### config.mk
export PLATFORM = sky130hd
export DESIGN_NAME = ffpra_ctrl
export DESIGN_NICKNAME = d
export VERILOG_FILES = /design/src/hdl/ffpra_pkg.sv /design/src/hdl/ffpra_ctrl.sv
export VERILOG_INCLUDE_DIRS = /design/src /design/src/hdl
export SDC_FILE = /design/constraint.sdc
export NUM_CORES = 1
export LEC_CHECK = 0
export ABC_AREA = 1
export BUFFER_PORTS_ARGS = -buffer_cell sky130_fd_sc_hd__buf_2
export CORE_AREA = 8 8 45 47
export DETAILED_ROUTE_END_ITERATION = 16
export DIE_AREA = 0 0 53 55
export PLACE_DENSITY = 0.59
export SLEW_MARGIN = 20
export SYNTH_ARGS = -nofsm -noshare
export SYNTH_HDL_FRONTEND = slang
export SYNTH_SLANG_ARGS = --single-unit
### constraint.sdc
create_clock -name clk -period 2.31 [get_ports clk]
set_input_delay 0.1155 -clock clk [delete_from_list [all_inputs] [get_ports clk]]
set_output_delay 0.1155 -clock clk [all_outputs]
set_load 0.02 [all_outputs]
### src/hdl/first_fit_page_run_allocator_top_macros.svh
// Assertion macros for the page run allocator.
// Included by the modules that check their own control logic.
`ifndef FIRST_FIT_PAGE_RUN_ALLOCATOR_TOP_MACROS_SVH
`define FIRST_FIT_PAGE_RUN_ALLOCATOR_TOP_MACROS_SVH

`ifndef ASSERT_OFF
`define ASSERT_CLK(lbl, prop) \
  lbl: assert property (@(posedge clk) disable iff (rst) prop) \
    else $error("%m: assertion failed");
`define ASSERT_CLK_ALWAYS(lbl, prop) \
  lbl: assert property (@(posedge clk) prop) \
    else $error("%m: assertion failed");
`else
`define ASSERT_CLK(lbl, prop)
`define ASSERT_CLK_ALWAYS(lbl, prop)
`endif

`endif

### src/hdl/ffpra_pkg.sv
// Shared types and constants for the page run allocator.
// Used by the controller, the datapath and the top level.
package ffpra_pkg;

  localparam int PAGE_SHIFT = 12;

  localparam logic KIND_ALLOC = 1'b0;
  localparam logic KIND_FREE  = 1'b1;

  typedef enum logic [1:0] {
    ST_OK     = 2'd0,
    ST_NOROOM = 2'd1,
    ST_BAD    = 2'd2
  } status_t;

  typedef enum logic [1:0] {
    MARK_FREE = 2'd0,
    MARK_USED = 2'd1,
    MARK_END  = 2'd2
  } mark_t;

  typedef struct packed {
    logic    clr;       // write free at walk index, advance
    logic    load;      // capture request beat
    logic    begin_op;  // set up walk for the captured request
    logic    scan;      // read and count free pages
    logic    mark;      // write used/end over the found run
    logic    free;      // read and clear up to the end tag or the table end
    logic    res_set;   // latch the result
    status_t res_code;
  } dp_cmd_t;

  typedef struct packed {
    logic clr_last;
    logic bad;
    logic kind;
    logic hit;
    logic miss;
    logic mark_last;
    logic free_stop;
  } dp_stat_t;

endpackage

### src/hdl/ffpra_ctrl.sv
// Controller state machine for the page run allocator.
// Depends on ffpra_pkg; drives the datapath by command struct.
`include "first_fit_page_run_allocator_top_macros.svh"

module ffpra_ctrl (
  input  logic               clk,
  input  logic               rst,
  input  logic               start,
  input  ffpra_pkg::dp_stat_t stat,
  output ffpra_pkg::dp_cmd_t  cmd,
  output logic               busy,
  output logic               done
);
  import ffpra_pkg::*;

  typedef enum logic [2:0] {
    S_CLEAR,
    S_IDLE,
    S_CHECK,
    S_SCAN,
    S_MARK,
    S_FREE
  } state_t;

  state_t state, state_next;
  logic   done_next;

  always_comb begin
    cmd        = '0;
    state_next = state;
    done_next  = 1'b0;
    unique case (state)
      S_CLEAR: begin
        cmd.clr = 1'b1;
        if (stat.clr_last) begin
          state_next = S_IDLE;
        end
      end
      S_IDLE: begin
        if (start) begin
          cmd.load   = 1'b1;
          state_next = S_CHECK;
        end
      end
      S_CHECK: begin
        if (stat.bad) begin
          cmd.res_set  = 1'b1;
          cmd.res_code = ST_BAD;
          done_next    = 1'b1;
          state_next   = S_IDLE;
        end else begin
          cmd.begin_op = 1'b1;
          state_next   = (stat.kind == KIND_FREE) ? S_FREE : S_SCAN;
        end
      end
      S_SCAN: begin
        cmd.scan = 1'b1;
        if (stat.hit) begin
          state_next = S_MARK;
        end else if (stat.miss) begin
          cmd.res_set  = 1'b1;
          cmd.res_code = ST_NOROOM;
          done_next    = 1'b1;
          state_next   = S_IDLE;
        end
      end
      S_MARK: begin
        cmd.mark = 1'b1;
        if (stat.mark_last) begin
          cmd.res_set  = 1'b1;
          cmd.res_code = ST_OK;
          done_next    = 1'b1;
          state_next   = S_IDLE;
        end
      end
      S_FREE: begin
        cmd.free = 1'b1;
        if (stat.free_stop) begin
          cmd.res_set  = 1'b1;
          cmd.res_code = ST_OK;
          done_next    = 1'b1;
          state_next   = S_IDLE;
        end
      end
      default: begin
        state_next = S_IDLE;
      end
    endcase
  end

  always_ff @(posedge clk) begin
    if (rst) begin
      state <= S_CLEAR;
      done  <= 1'b0;
    end else begin
      state <= state_next;
      done  <= done_next;
    end
  end

  assign busy = (state != S_IDLE);

  `ASSERT_CLK(a_accept_goes_busy, (start && !busy) |=> busy)
  `ASSERT_CLK(a_done_idle, done |-> !busy)
  `ASSERT_CLK(a_done_after_work, done |-> $past(busy))

endmodule

==> flow_summary.json, run 1 <==
{
  "first_pass_iters": 2,
  "via_count": 444,
  "startpoint_type": "flop",
  "cts_setup_buffers": 0,
  "clk_pin_slew_ps": 40,
  "hold_viol_final": 0,
  "rows": 14,
  "drc": 0,
  "yosysUniqueCellTypes": 15,
  "wl_per_cell_microns": 10.0,
  "syn-cell-area_sq_um": 387,
  "cts-root-buf": "clkbuf_4",
  "ios": 21,
  "min_path_cells": 2,
  "crit_chain": "inv_2 > nand3_1 > inv_1 > nand2_1 > nand3_1 > buf_2",
  "postCtsHoldBufs": 0,
  "seq_area_frac_synth_pct": 20.7,
  "crit_buf_inv": 3,
  "fin_skew_ps": 4.79,
  "worstPathArrival_ps": 1390,
  "holdPathEnd": "done",
  "final_nets": 98,
  "worstReg2RegStart": "state[2]",
  "slew_viol_final": 0,
  "crit_family": "flip-flops",
  "finalSetupViolCount": 0,
  "viasPerCell": 4.35,
  "detail_route.iter0.violations": 3,
  "worstSkewPairLatency_ps": 250,
  "synth_nets": 74,
  "run_status": "finished clean",
  "synth-seq-cells": 4,
  "yosysTopAreaCellShare_pct": 20.7,
  "tightestPinTransition_ps": 290,
  "cts.sinks": 4,
  "grt_pass1_vias": 474,
  "r2r_end": "state[1]",
  "max_stage_delay_ps": 470,
  "grt_usage_pct": 8.32,
  "finalWorstSetupSlack_ps": 808,
  "path_max_fanout": 7,
  "hp-start": "rst",
  "post-route-period-util_pct": 65.0,
  "cts_tree": "done",
  "r2r.worst_path.cells": 7,
  "die_y_microns": 55,
  "crit_path_end_kind": "primary output",
  "layout_commonest_cell": "buf_2",
  "core_area_sq_um": 1380,
  "seqCellArea_sq_um": 80.1,
  "crit_slowest_cell": "dfxtp_1",
  "r2r_slack_ps": 1150,
  "ctsResizeCount": 0,
  "grt_pass1_wl_mm": 1.76,
  "fillCellCount": 158,
  "routed_wl_mm": 1.02,
  "synth_area_leader_cell": "dfxtp_1",
  "syn_avg_cell_area_sq_um": 6.04,
  "synthCells": 64,
  "ant_nets": 0,
  "max_freq_mhz": 666,
  "gp_congestion": 0.911,
  "final_cell_mix": "20 x buf_2, 14 x inv_1, 11 x nand2_1",
  "initial_core_util_pct": 27.9,
  "placedInstanceArea_sq_um": 499,
  "power.density_nw_per_um2": 688,
  "p_total_mw": 0.359,
  "multi_input_area_sq_um": 239,
  "antenna_cells": 0,
  "path_common_cell": "nand3_1",
  "synthTopCellsByArea": "dfxtp_1 21%, inv_1 14%, nand3_2 13%",
  "ys_warn_count": 0,
  "htreeDepth": 1,
  "die-area_sq_um": 2920,
  "drive_gt1_share_pct": 44.2,
  "final_cell_area_sq_um": 522,
  "p_leak_nw": 0.324,
  "place_ws_ps": 1050,
  "grt_overflow_total": 0,
  "timing.final.crit_period_ps": 1500,
  "dp_hpwl_microns": 906,
  "crit_type": "reg -> out",
  "grt_start_max_net_pins": 8,
  "cp.required_ps": 2190,
  "antenna_found_initial": 0,
  "portBuffers": 20,
  "worst_ir_drop_vdd_uv": 210,
  "maxSlewHeadroom_pct": 80.6,
  "cap_violations": 0,
  "hold_class": "in -> reg",
  "die_x_microns": 53,
  "setup-tns-final_ps": 0,
  "syn_to_final_growth_pct": 35.0,
  "rsz0062_at_grt": "false",
  "numCtsBuffers": 3,
  "clockBufferDepth": 2
}
## per-stage QoR
step                      std cells  util (%)  hold WS [ps]
final                           102      37.7          62.6
after global routing            102      37.7          65.7
after CTS                       102      37.7          52.7
after detailed placement         99      36.1           316
after global placement           99      36.1           316
after floorplan                  64         -           185
## state kept, by name (all words and copies together), names as in the netlist
signal  cells
done        1
state       3
## kinds of logic (layout without fill, tap and decap cells)
kind of cell           after synthesis  in the layout  share of synthesized area (%)
AOI/OAI and AO/OA                    5              5                           8.74
buffers and inverters               17             39                           17.5
DFF                                  4              4                           20.7
and+or+nand+nor                     38             38                           53.1
## cells in the mapped netlist
| cell | instances |
|---|---|
| a31oi_1 | 2 |
| inv_1 | 14 |
| nand3_1 | 5 |
| inv_2 | 2 |
| a21boi_2 | 1 |
| nor3_1 | 2 |
| nor2_4 | 1 |
| nand2_2 | 2 |
| nor2_1 | 8 |
| nor2_2 | 4 |
| nand3_2 | 5 |
| dfxtp_1 | 4 |
| a21oi_1 | 2 |
| buf_4 | 1 |
| nand2_1 | 11 |
## worst max-delay path by stage
stage	slack, ps	cells past startpoint	from	end
global placement	1020	6	state[2]	cmd[2]
floorplan	1140	7	state[2]	cmd[2]
global route	650	6	state[2]	cmd[2]
finish	810	6	state[2]	cmd[2]
CTS	790	6	state[2]	cmd[2]
detailed placement	1050	6	state[2]	cmd[2]
## routing by layer
layer	track usage (%)	part of all wire (%)	up-vias
met3	2.67	3.3	4
met1	8.40	43	190
met2	13.5	51	12
li1	-	-	238
met4	7.76	3.0	0
met5	0	0	-
## report_power, final
group	total [mW]	switching, mW	internal, mW
combinational	0.166	0.106	0.0600
clock	0.0941	0.0355	0.0586
sequential	0.0992	0.0190	0.0802
## area by class of cell
class | instances | area share (%)
inverter | 16 | 11.5
multi-input combinational | 43 | 45.8
tap | 16 | 3.84
timing repair buffer | 20 | 19.2
clock buffer | 3 | 4.32
sequential | 4 | 15.3
Note: power is estimated with default switching activity, not from simulation.
==> run 2: changes to the inputs <==
--- a/config.mk
+++ b/config.mk
@@ -6,12 +6,12 @@
 export SDC_FILE = /design/constraint.sdc
 export NUM_CORES = 1
 export LEC_CHECK = 0
-export ABC_AREA = 1
+export ABC_AREA = 0
 export BUFFER_PORTS_ARGS = -buffer_cell sky130_fd_sc_hd__buf_2
 export CORE_AREA = 8 8 45 47
 export DETAILED_ROUTE_END_ITERATION = 16
 export DIE_AREA = 0 0 53 55
-export PLACE_DENSITY = 0.59
+export PLACE_DENSITY = 0.6
 export SLEW_MARGIN = 20
 export SYNTH_ARGS = -nofsm -noshare
 export SYNTH_HDL_FRONTEND = slang
==> constraint.sdc (replaced) <==
create_clock -name clk -period 1.3 [get_ports clk]
set_input_delay 0.065 -clock clk [delete_from_list [all_inputs] [get_ports clk]]
set_output_delay 0.065 -clock clk [all_outputs]
set_load 0.02 [all_outputs]
==> flow_summary.json, run 2 <==
{
  "seq_area_frac_synth_pct": 21.2,
  "final_cell_area_sq_um": 544,
  "cp.required_ps": 1240,
  "crit_slowest_cell": "dfxtp_2",
  "grt_util_met2_pct": 14.5,
  "synth_area_leader_cell": "dfxtp_1",
  "yosysUniqueCellTypes": 28,
  "rsz0062_at_grt": "true",
  "dp_hpwl_microns": 894,
  "synth_edf_count": 0,
  "violations": "negative setup slack",
  "met3_usage_pct": 4.01,
  "portBuffers": 20,
  "max_stage_delay_ps": 340,
  "r2r.worst_path.cells": 4,
  "placedInstanceArea_sq_um": 492,
  "startpoint_type": "flop",
  "grt_overflow_total": 0,
  "cts.sinks": 4,
  "crit_type": "reg -> out",
  "ys_warn_count": 0,
  "via_count": 414,
  "routed_wl_mm": 1.19,
  "crit_path_end_kind": "primary output",
  "worstReg2RegStart": "state[2]",
  "grtUsageMet1_pct": 8.97,
  "syn_to_final_growth_pct": 44.0,
  "antenna_cells": 0,
  "die_y_microns": 55,
  "clk_pin_slew_ps": 40,
  "grt_start_max_net_pins": 10,
  "core_area_sq_um": 1380,
  "worstPathArrival_ps": 1300,
  "postLayoutCoreUtil_pct": 39.3,
  "dp_cells": 79,
  "hold_viol_final": 0,
  "stdcell_count": 83,
  "synth_nets": 54,
  "numCtsBuffers": 3,
  "reg_top3": "state (3), done (1)",
  "p_leak_nw": 0.251,
  "synth-seq-cells": 4,
  "finalWorstSetupSlack_ps": -68.5,
  "async_flop_share_pct": 0,
  "htreeDepth": 1,
  "slew_viol_final": 0,
  "first_pass_iters": 4,
  "grt_most_used_layer": "met2",
  "gp_congestion": 0.757,
  "viasPerCell": 4.99,
  "post-route-period-util_pct": 105,
  "fillCellCount": 157,
  "finalSetupViolCount": 1,
  "r2r_end": "done",
  "final_cell_mix": "19 x buf_2, 6 x buf_4",
  "hp-start": "rst",
  "grt_pass1_vias": 448,
  "cts_tree": "done",
  "yosysTopAreaCellShare_pct": 21.2,
  "run_status": "finished with violations",
  "initial_core_util_pct": 27.3,
  "setup.worst_path.start": "state[2]",
  "drc": 0,
  "clockBufferDepth": 2,
  "seqCellArea_sq_um": 83.8,
  "cap_violations": 0,
  "timing.final.crit_period_ps": 1370,
  "worstSkewPairLatency_ps": 240,
  "tightestPinTransition_ps": 384,
  "regMostFlops": "state",
  "layout_commonest_cell": "buf_2",
  "cts-root-buf": "clkbuf_4",
  "ios": 21,
  "rows": 14,
  "grt_usage_pct": 8.42,
  "ys.flop_type": "dfxtp_1",
  "syn-cell-area_sq_um": 378,
  "antenna_found_initial": 0,
  "detail_route.iter0.violations": 4,
  "final_nets": 79,
  "synthCells": 44,
  "worst_ir_drop_vdd_uv": 420,
  "wl_per_cell_microns": 14.4,
  "postCtsHoldBufs": 0,
  "die-area_sq_um": 2920,
  "power.density_nw_per_um2": 885,
  "fin_skew_ps": 5.70,
  "syn_avg_cell_area_sq_um": 8.59,
  "largest_reg_flops": 3,
  "path_max_fanout": 6,
  "cp-endpoint": "cmd[2]",
  "multi_input_area_sq_um": 270,
  "max_freq_mhz": 731,
  "die_x_microns": 53,
  "hold_class": "in -> reg",
  "r2r_slack_ps": 150,
  "synth_common_cells": "4 x dfxtp_1, 3 x a21oi_1, 3 x nor3b_1",
  "synthTopCellsByArea": "dfxtp_1 21%, buf_6 6.0%, nor3b_1 6.0%",
  "ant_nets": 0,
  "p_total_mw": 0.482,
  "post-synth-top-count-cell": "dfxtp_1",
  "crit_chain": "and2b_4 > a221oi_4 > a21oi_1 > buf_2",
  "grt_pass1_wl_mm": 1.86,
  "drive_gt1_share_pct": 56.7,
  "hold_slack_ps": 48.2,
  "maxSlewHeadroom_pct": 74.3
}
[run 2: cell count changes after synthesis, sizes merged, moves of 3 or more]
cell / change
nand3: -10
nor2: -12
and2: +3
nor3b: +3
inv: -14
nand2: -12
buf: +4
[run 2: area by class of cell]
class,instances,area share (%)
multi-input combinational,33,49.7
timing repair buffer,25,25.7
sequential,4,15.4
clock buffer,3,4.14
tap,16,3.68
inverter,2,1.38
[run 2: logic make-up (layout without fill, tap and decap cells)]
group,after synthesis,in the layout,synth area share [%]
buf+inv,7,30,13.2
mux,2,2,5.30
compound gates,10,10,22.5
flops,4,4,21.2
simple gates,21,21,37.7
[run 2: worst min path at each step]
stage,depth (start not counted),endpoint,slack [ps]
after floorplan,1,done,130
after global placement,2,done,300
after detailed placement,2,done,290
after CTS,2,done,30
after global routing,2,done,50
final,2,done,50
[run 2: metal layers]
metal	vias up	share of wire, %
li1	208	-
met1	187	42
met2	19	47
met3	0	10
met4	0	0
met5	-	0
[run 2: per-stage QoR]
stage	TNS [ps]	worst slack, ps
2_1_floorplan	0	45.7
3_3_place_gp	0	138
3_5_place_dp	0	86.4
4_1_cts	-73.1	-73.1
5_1_grt	-169	-139
6_report	-68.5	-68.5
[run 2: critical path: cells and delay by family, from the launching register on]
family          cells  cell delay (ps)
buf+inv             1              160
compound gates      2              340
flops               1              340
simple gates        1              220
[run 2: what timing repair did]
item	in CTS	in global routing
resized for setup	6	0
setup buffers	1	0
pin swaps	1	0
hold endpoints to repair	0	0
setup endpoints to repair	3	2
[run 2: power by group]
group	internal [mW]	leakage, nW	total [mW]	switching (mW)
clock	0.104	0.0138	0.158	0.0546
combinational	0.0801	0.203	0.179	0.0987
sequential	0.133	0.0340	0.145	0.0113
total	0.317	0.251	0.482	0.165
==> run 3: changes to the inputs <==
--- a/config.mk
+++ b/config.mk
@@ -11,7 +11,7 @@
 export CORE_AREA = 8 8 45 47
 export DETAILED_ROUTE_END_ITERATION = 16
 export DIE_AREA = 0 0 53 55
-export PLACE_DENSITY = 0.6
+export PLACE_DENSITY = 0.58
 export SLEW_MARGIN = 20
 export SYNTH_ARGS = -nofsm -noshare
 export SYNTH_HDL_FRONTEND = slang
==> constraint.sdc (replaced) <==
create_clock -name clk -period 1.65 [get_ports clk]
set_input_delay 0.0825 -clock clk [delete_from_list [all_inputs] [get_ports clk]]
set_output_delay 0.0825 -clock clk [all_outputs]
set_load 0.02 [all_outputs]
==> flow_summary.json, run 3 (synthesis results as in run 2) <==
{
  "setup-tns-final_ps": 0,
  "max_freq_mhz": 654,
  "maxSlewHeadroom_pct": 60.1,
  "worstPathArrival_ps": 1450,
  "grt_start_max_net_pins": 20,
  "fin_skew_ps": 7.53,
  "worstSkewPairLatency_ps": 240,
  "p_leak_nw": 0.224,
  "tightestPinTransition_ps": 598,
  "crit_type": "reg -> out",
  "worst_ir_drop_vdd_uv": 360,
  "viasPerCell": 5.05,
  "run_status": "finished clean",
  "initial_core_util_pct": 27.3,
  "stdcell_count": 78,
  "via_count": 394,
  "antenna_found_initial": 0,
  "grt_pass1_wl_mm": 1.73,
  "r2r.worst_path.cells": 3,
  "dp_cells": 75,
  "htreeDepth": 1,
  "path_max_fanout": 12,
  "hold_viol_final": 0,
  "syn_to_final_growth_pct": 27.8,
  "placedInstanceArea_sq_um": 455,
  "die_x_microns": 53,
  "ios": 21,
  "hold_slack_ps": 57.6,
  "die_y_microns": 55,
  "dp_hpwl_microns": 814,
  "antenna_cells": 0,
  "finalSetupViolCount": 0,
  "final_cell_area_sq_um": 483,
  "detail_route.iter0.violations": 14,
  "cp.required_ps": 1570,
  "final_nets": 74,
  "r2r_end": "state[1]",
  "rsz0062_at_grt": "false",
  "grt_overflow_total": 0,
  "final_cell_mix": "20 x buf_2, 3 x nor3b_1, 3 x a21oi_1, 3 x clkbuf_4",
  "slew_viol_final": 0,
  "hold_class": "in -> reg",
  "crit_chain": "and2b_4 > a221oi_2 > a21oi_1 > buf_2",
  "cts_setup_buffers": 0,
  "cp-endpoint": "cmd[2]",
  "power.density_nw_per_um2": 734,
  "grt_usage_pct": 7.92,
  "largest_reg_flops": 3,
  "r2r_slack_ps": 350,
  "cts_tree": "done",
  "setup.worst_path.start": "state[2]",
  "worstReg2RegStart": "state[0]",
  "drc": 0,
  "grt_pass1_vias": 391,
  "clockBufferDepth": 2,
  "cts.sinks": 4,
  "timing.final.crit_period_ps": 1530,
  "max_stage_delay_ps": 390,
  "first_pass_iters": 2,
  "cap_violations": 0,
  "drive_gt1_share_pct": 48.4,
  "layout_commonest_cell": "buf_2",
  "rows": 14,
  "routed_wl_mm": 1.09,
  "regMostFlops": "state",
  "clk_pin_slew_ps": 40,
  "portBuffers": 20,
  "numCtsBuffers": 3,
  "postLayoutCoreUtil_pct": 34.9,
  "crit_slowest_cell": "dfxtp_4",
  "gp_congestion": 0.775,
  "cts-root-buf": "clkbuf_4",
  "post-route-period-util_pct": 92.6,
  "crit_path_end_kind": "primary output",
  "wl_per_cell_microns": 14.0,
  "core_area_sq_um": 1380,
  "startpoint_type": "flop",
  "reg_top3": "state (3), done (1)",
  "die-area_sq_um": 2920,
  "ant_nets": 0
}
[run 3: worst min-delay path by stage]
stage,to,cells past startpoint,from
2_1_floorplan,done,1,rst
3_3_place_gp,done,2,rst
3_5_place_dp,done,2,rst
4_1_cts,done,2,rst
5_1_grt,done,2,rst
6_report,done,2,rst
[run 3: cell type report]
| class | instances | area [sq um] |
|---|---|---|
| clock buffers | 3 | 22.5 |
| fillers | 154 | 901 |
| inverters | 2 | 7.51 |
| multi-input cells | 33 | 248 |
| flip-flops and latches | 4 | 85.1 |
| well taps | 16 | 20.0 |
| repair buffers | 20 | 100 |
[run 3: layer usage]
metal | up-vias | wire length (microns) | global-route usage [%]
met5 | - | 0 | 0
met4 | 0 | 0 | 2.59
met3 | 0 | 110 | 4.55
met2 | 17 | 498 | 11.7
met1 | 178 | 481 | 9.41
li1 | 199 | - | -
[run 3: timing repair]
| action | in CTS | in global routing |
|---|---|---|
| endpoints found under the hold margin | 0 | 0 |
| hold buffers | 0 | 0 |
| resized for setup | 1 | 2 |
| endpoints found under the setup margin | 1 | 2 |
| pin swaps | 0 | 0 |
[run 3: worst max-delay path, delay by kind of cell, from the launching register on]
family                 cells  cell delay, ps
DFF                        1             390
AOI/OAI and AO/OA          2             400
and+or+nand+nor            1             220
buffers and inverters      1             190
[run 3: through the flow]
step                power (mW)  setup WS [ps]
finish                   0.354            122
global route             0.373           26.5
CTS                      0.359           8.73
detailed placement       0.230            254
global placement         0.230            271
floorplan                0.205            263
[run 3: power by group]
| group | leakage [nW] | switching [mW] | internal (mW) |
|---|---|---|---|
| Sequential | 0.0340 | 0.0189 | 0.103 |
| Clock | 0.0138 | 0.0449 | 0.0817 |
| Combinational | 0.176 | 0.0588 | 0.0470 |
| Total | 0.224 | 0.123 | 0.232 |
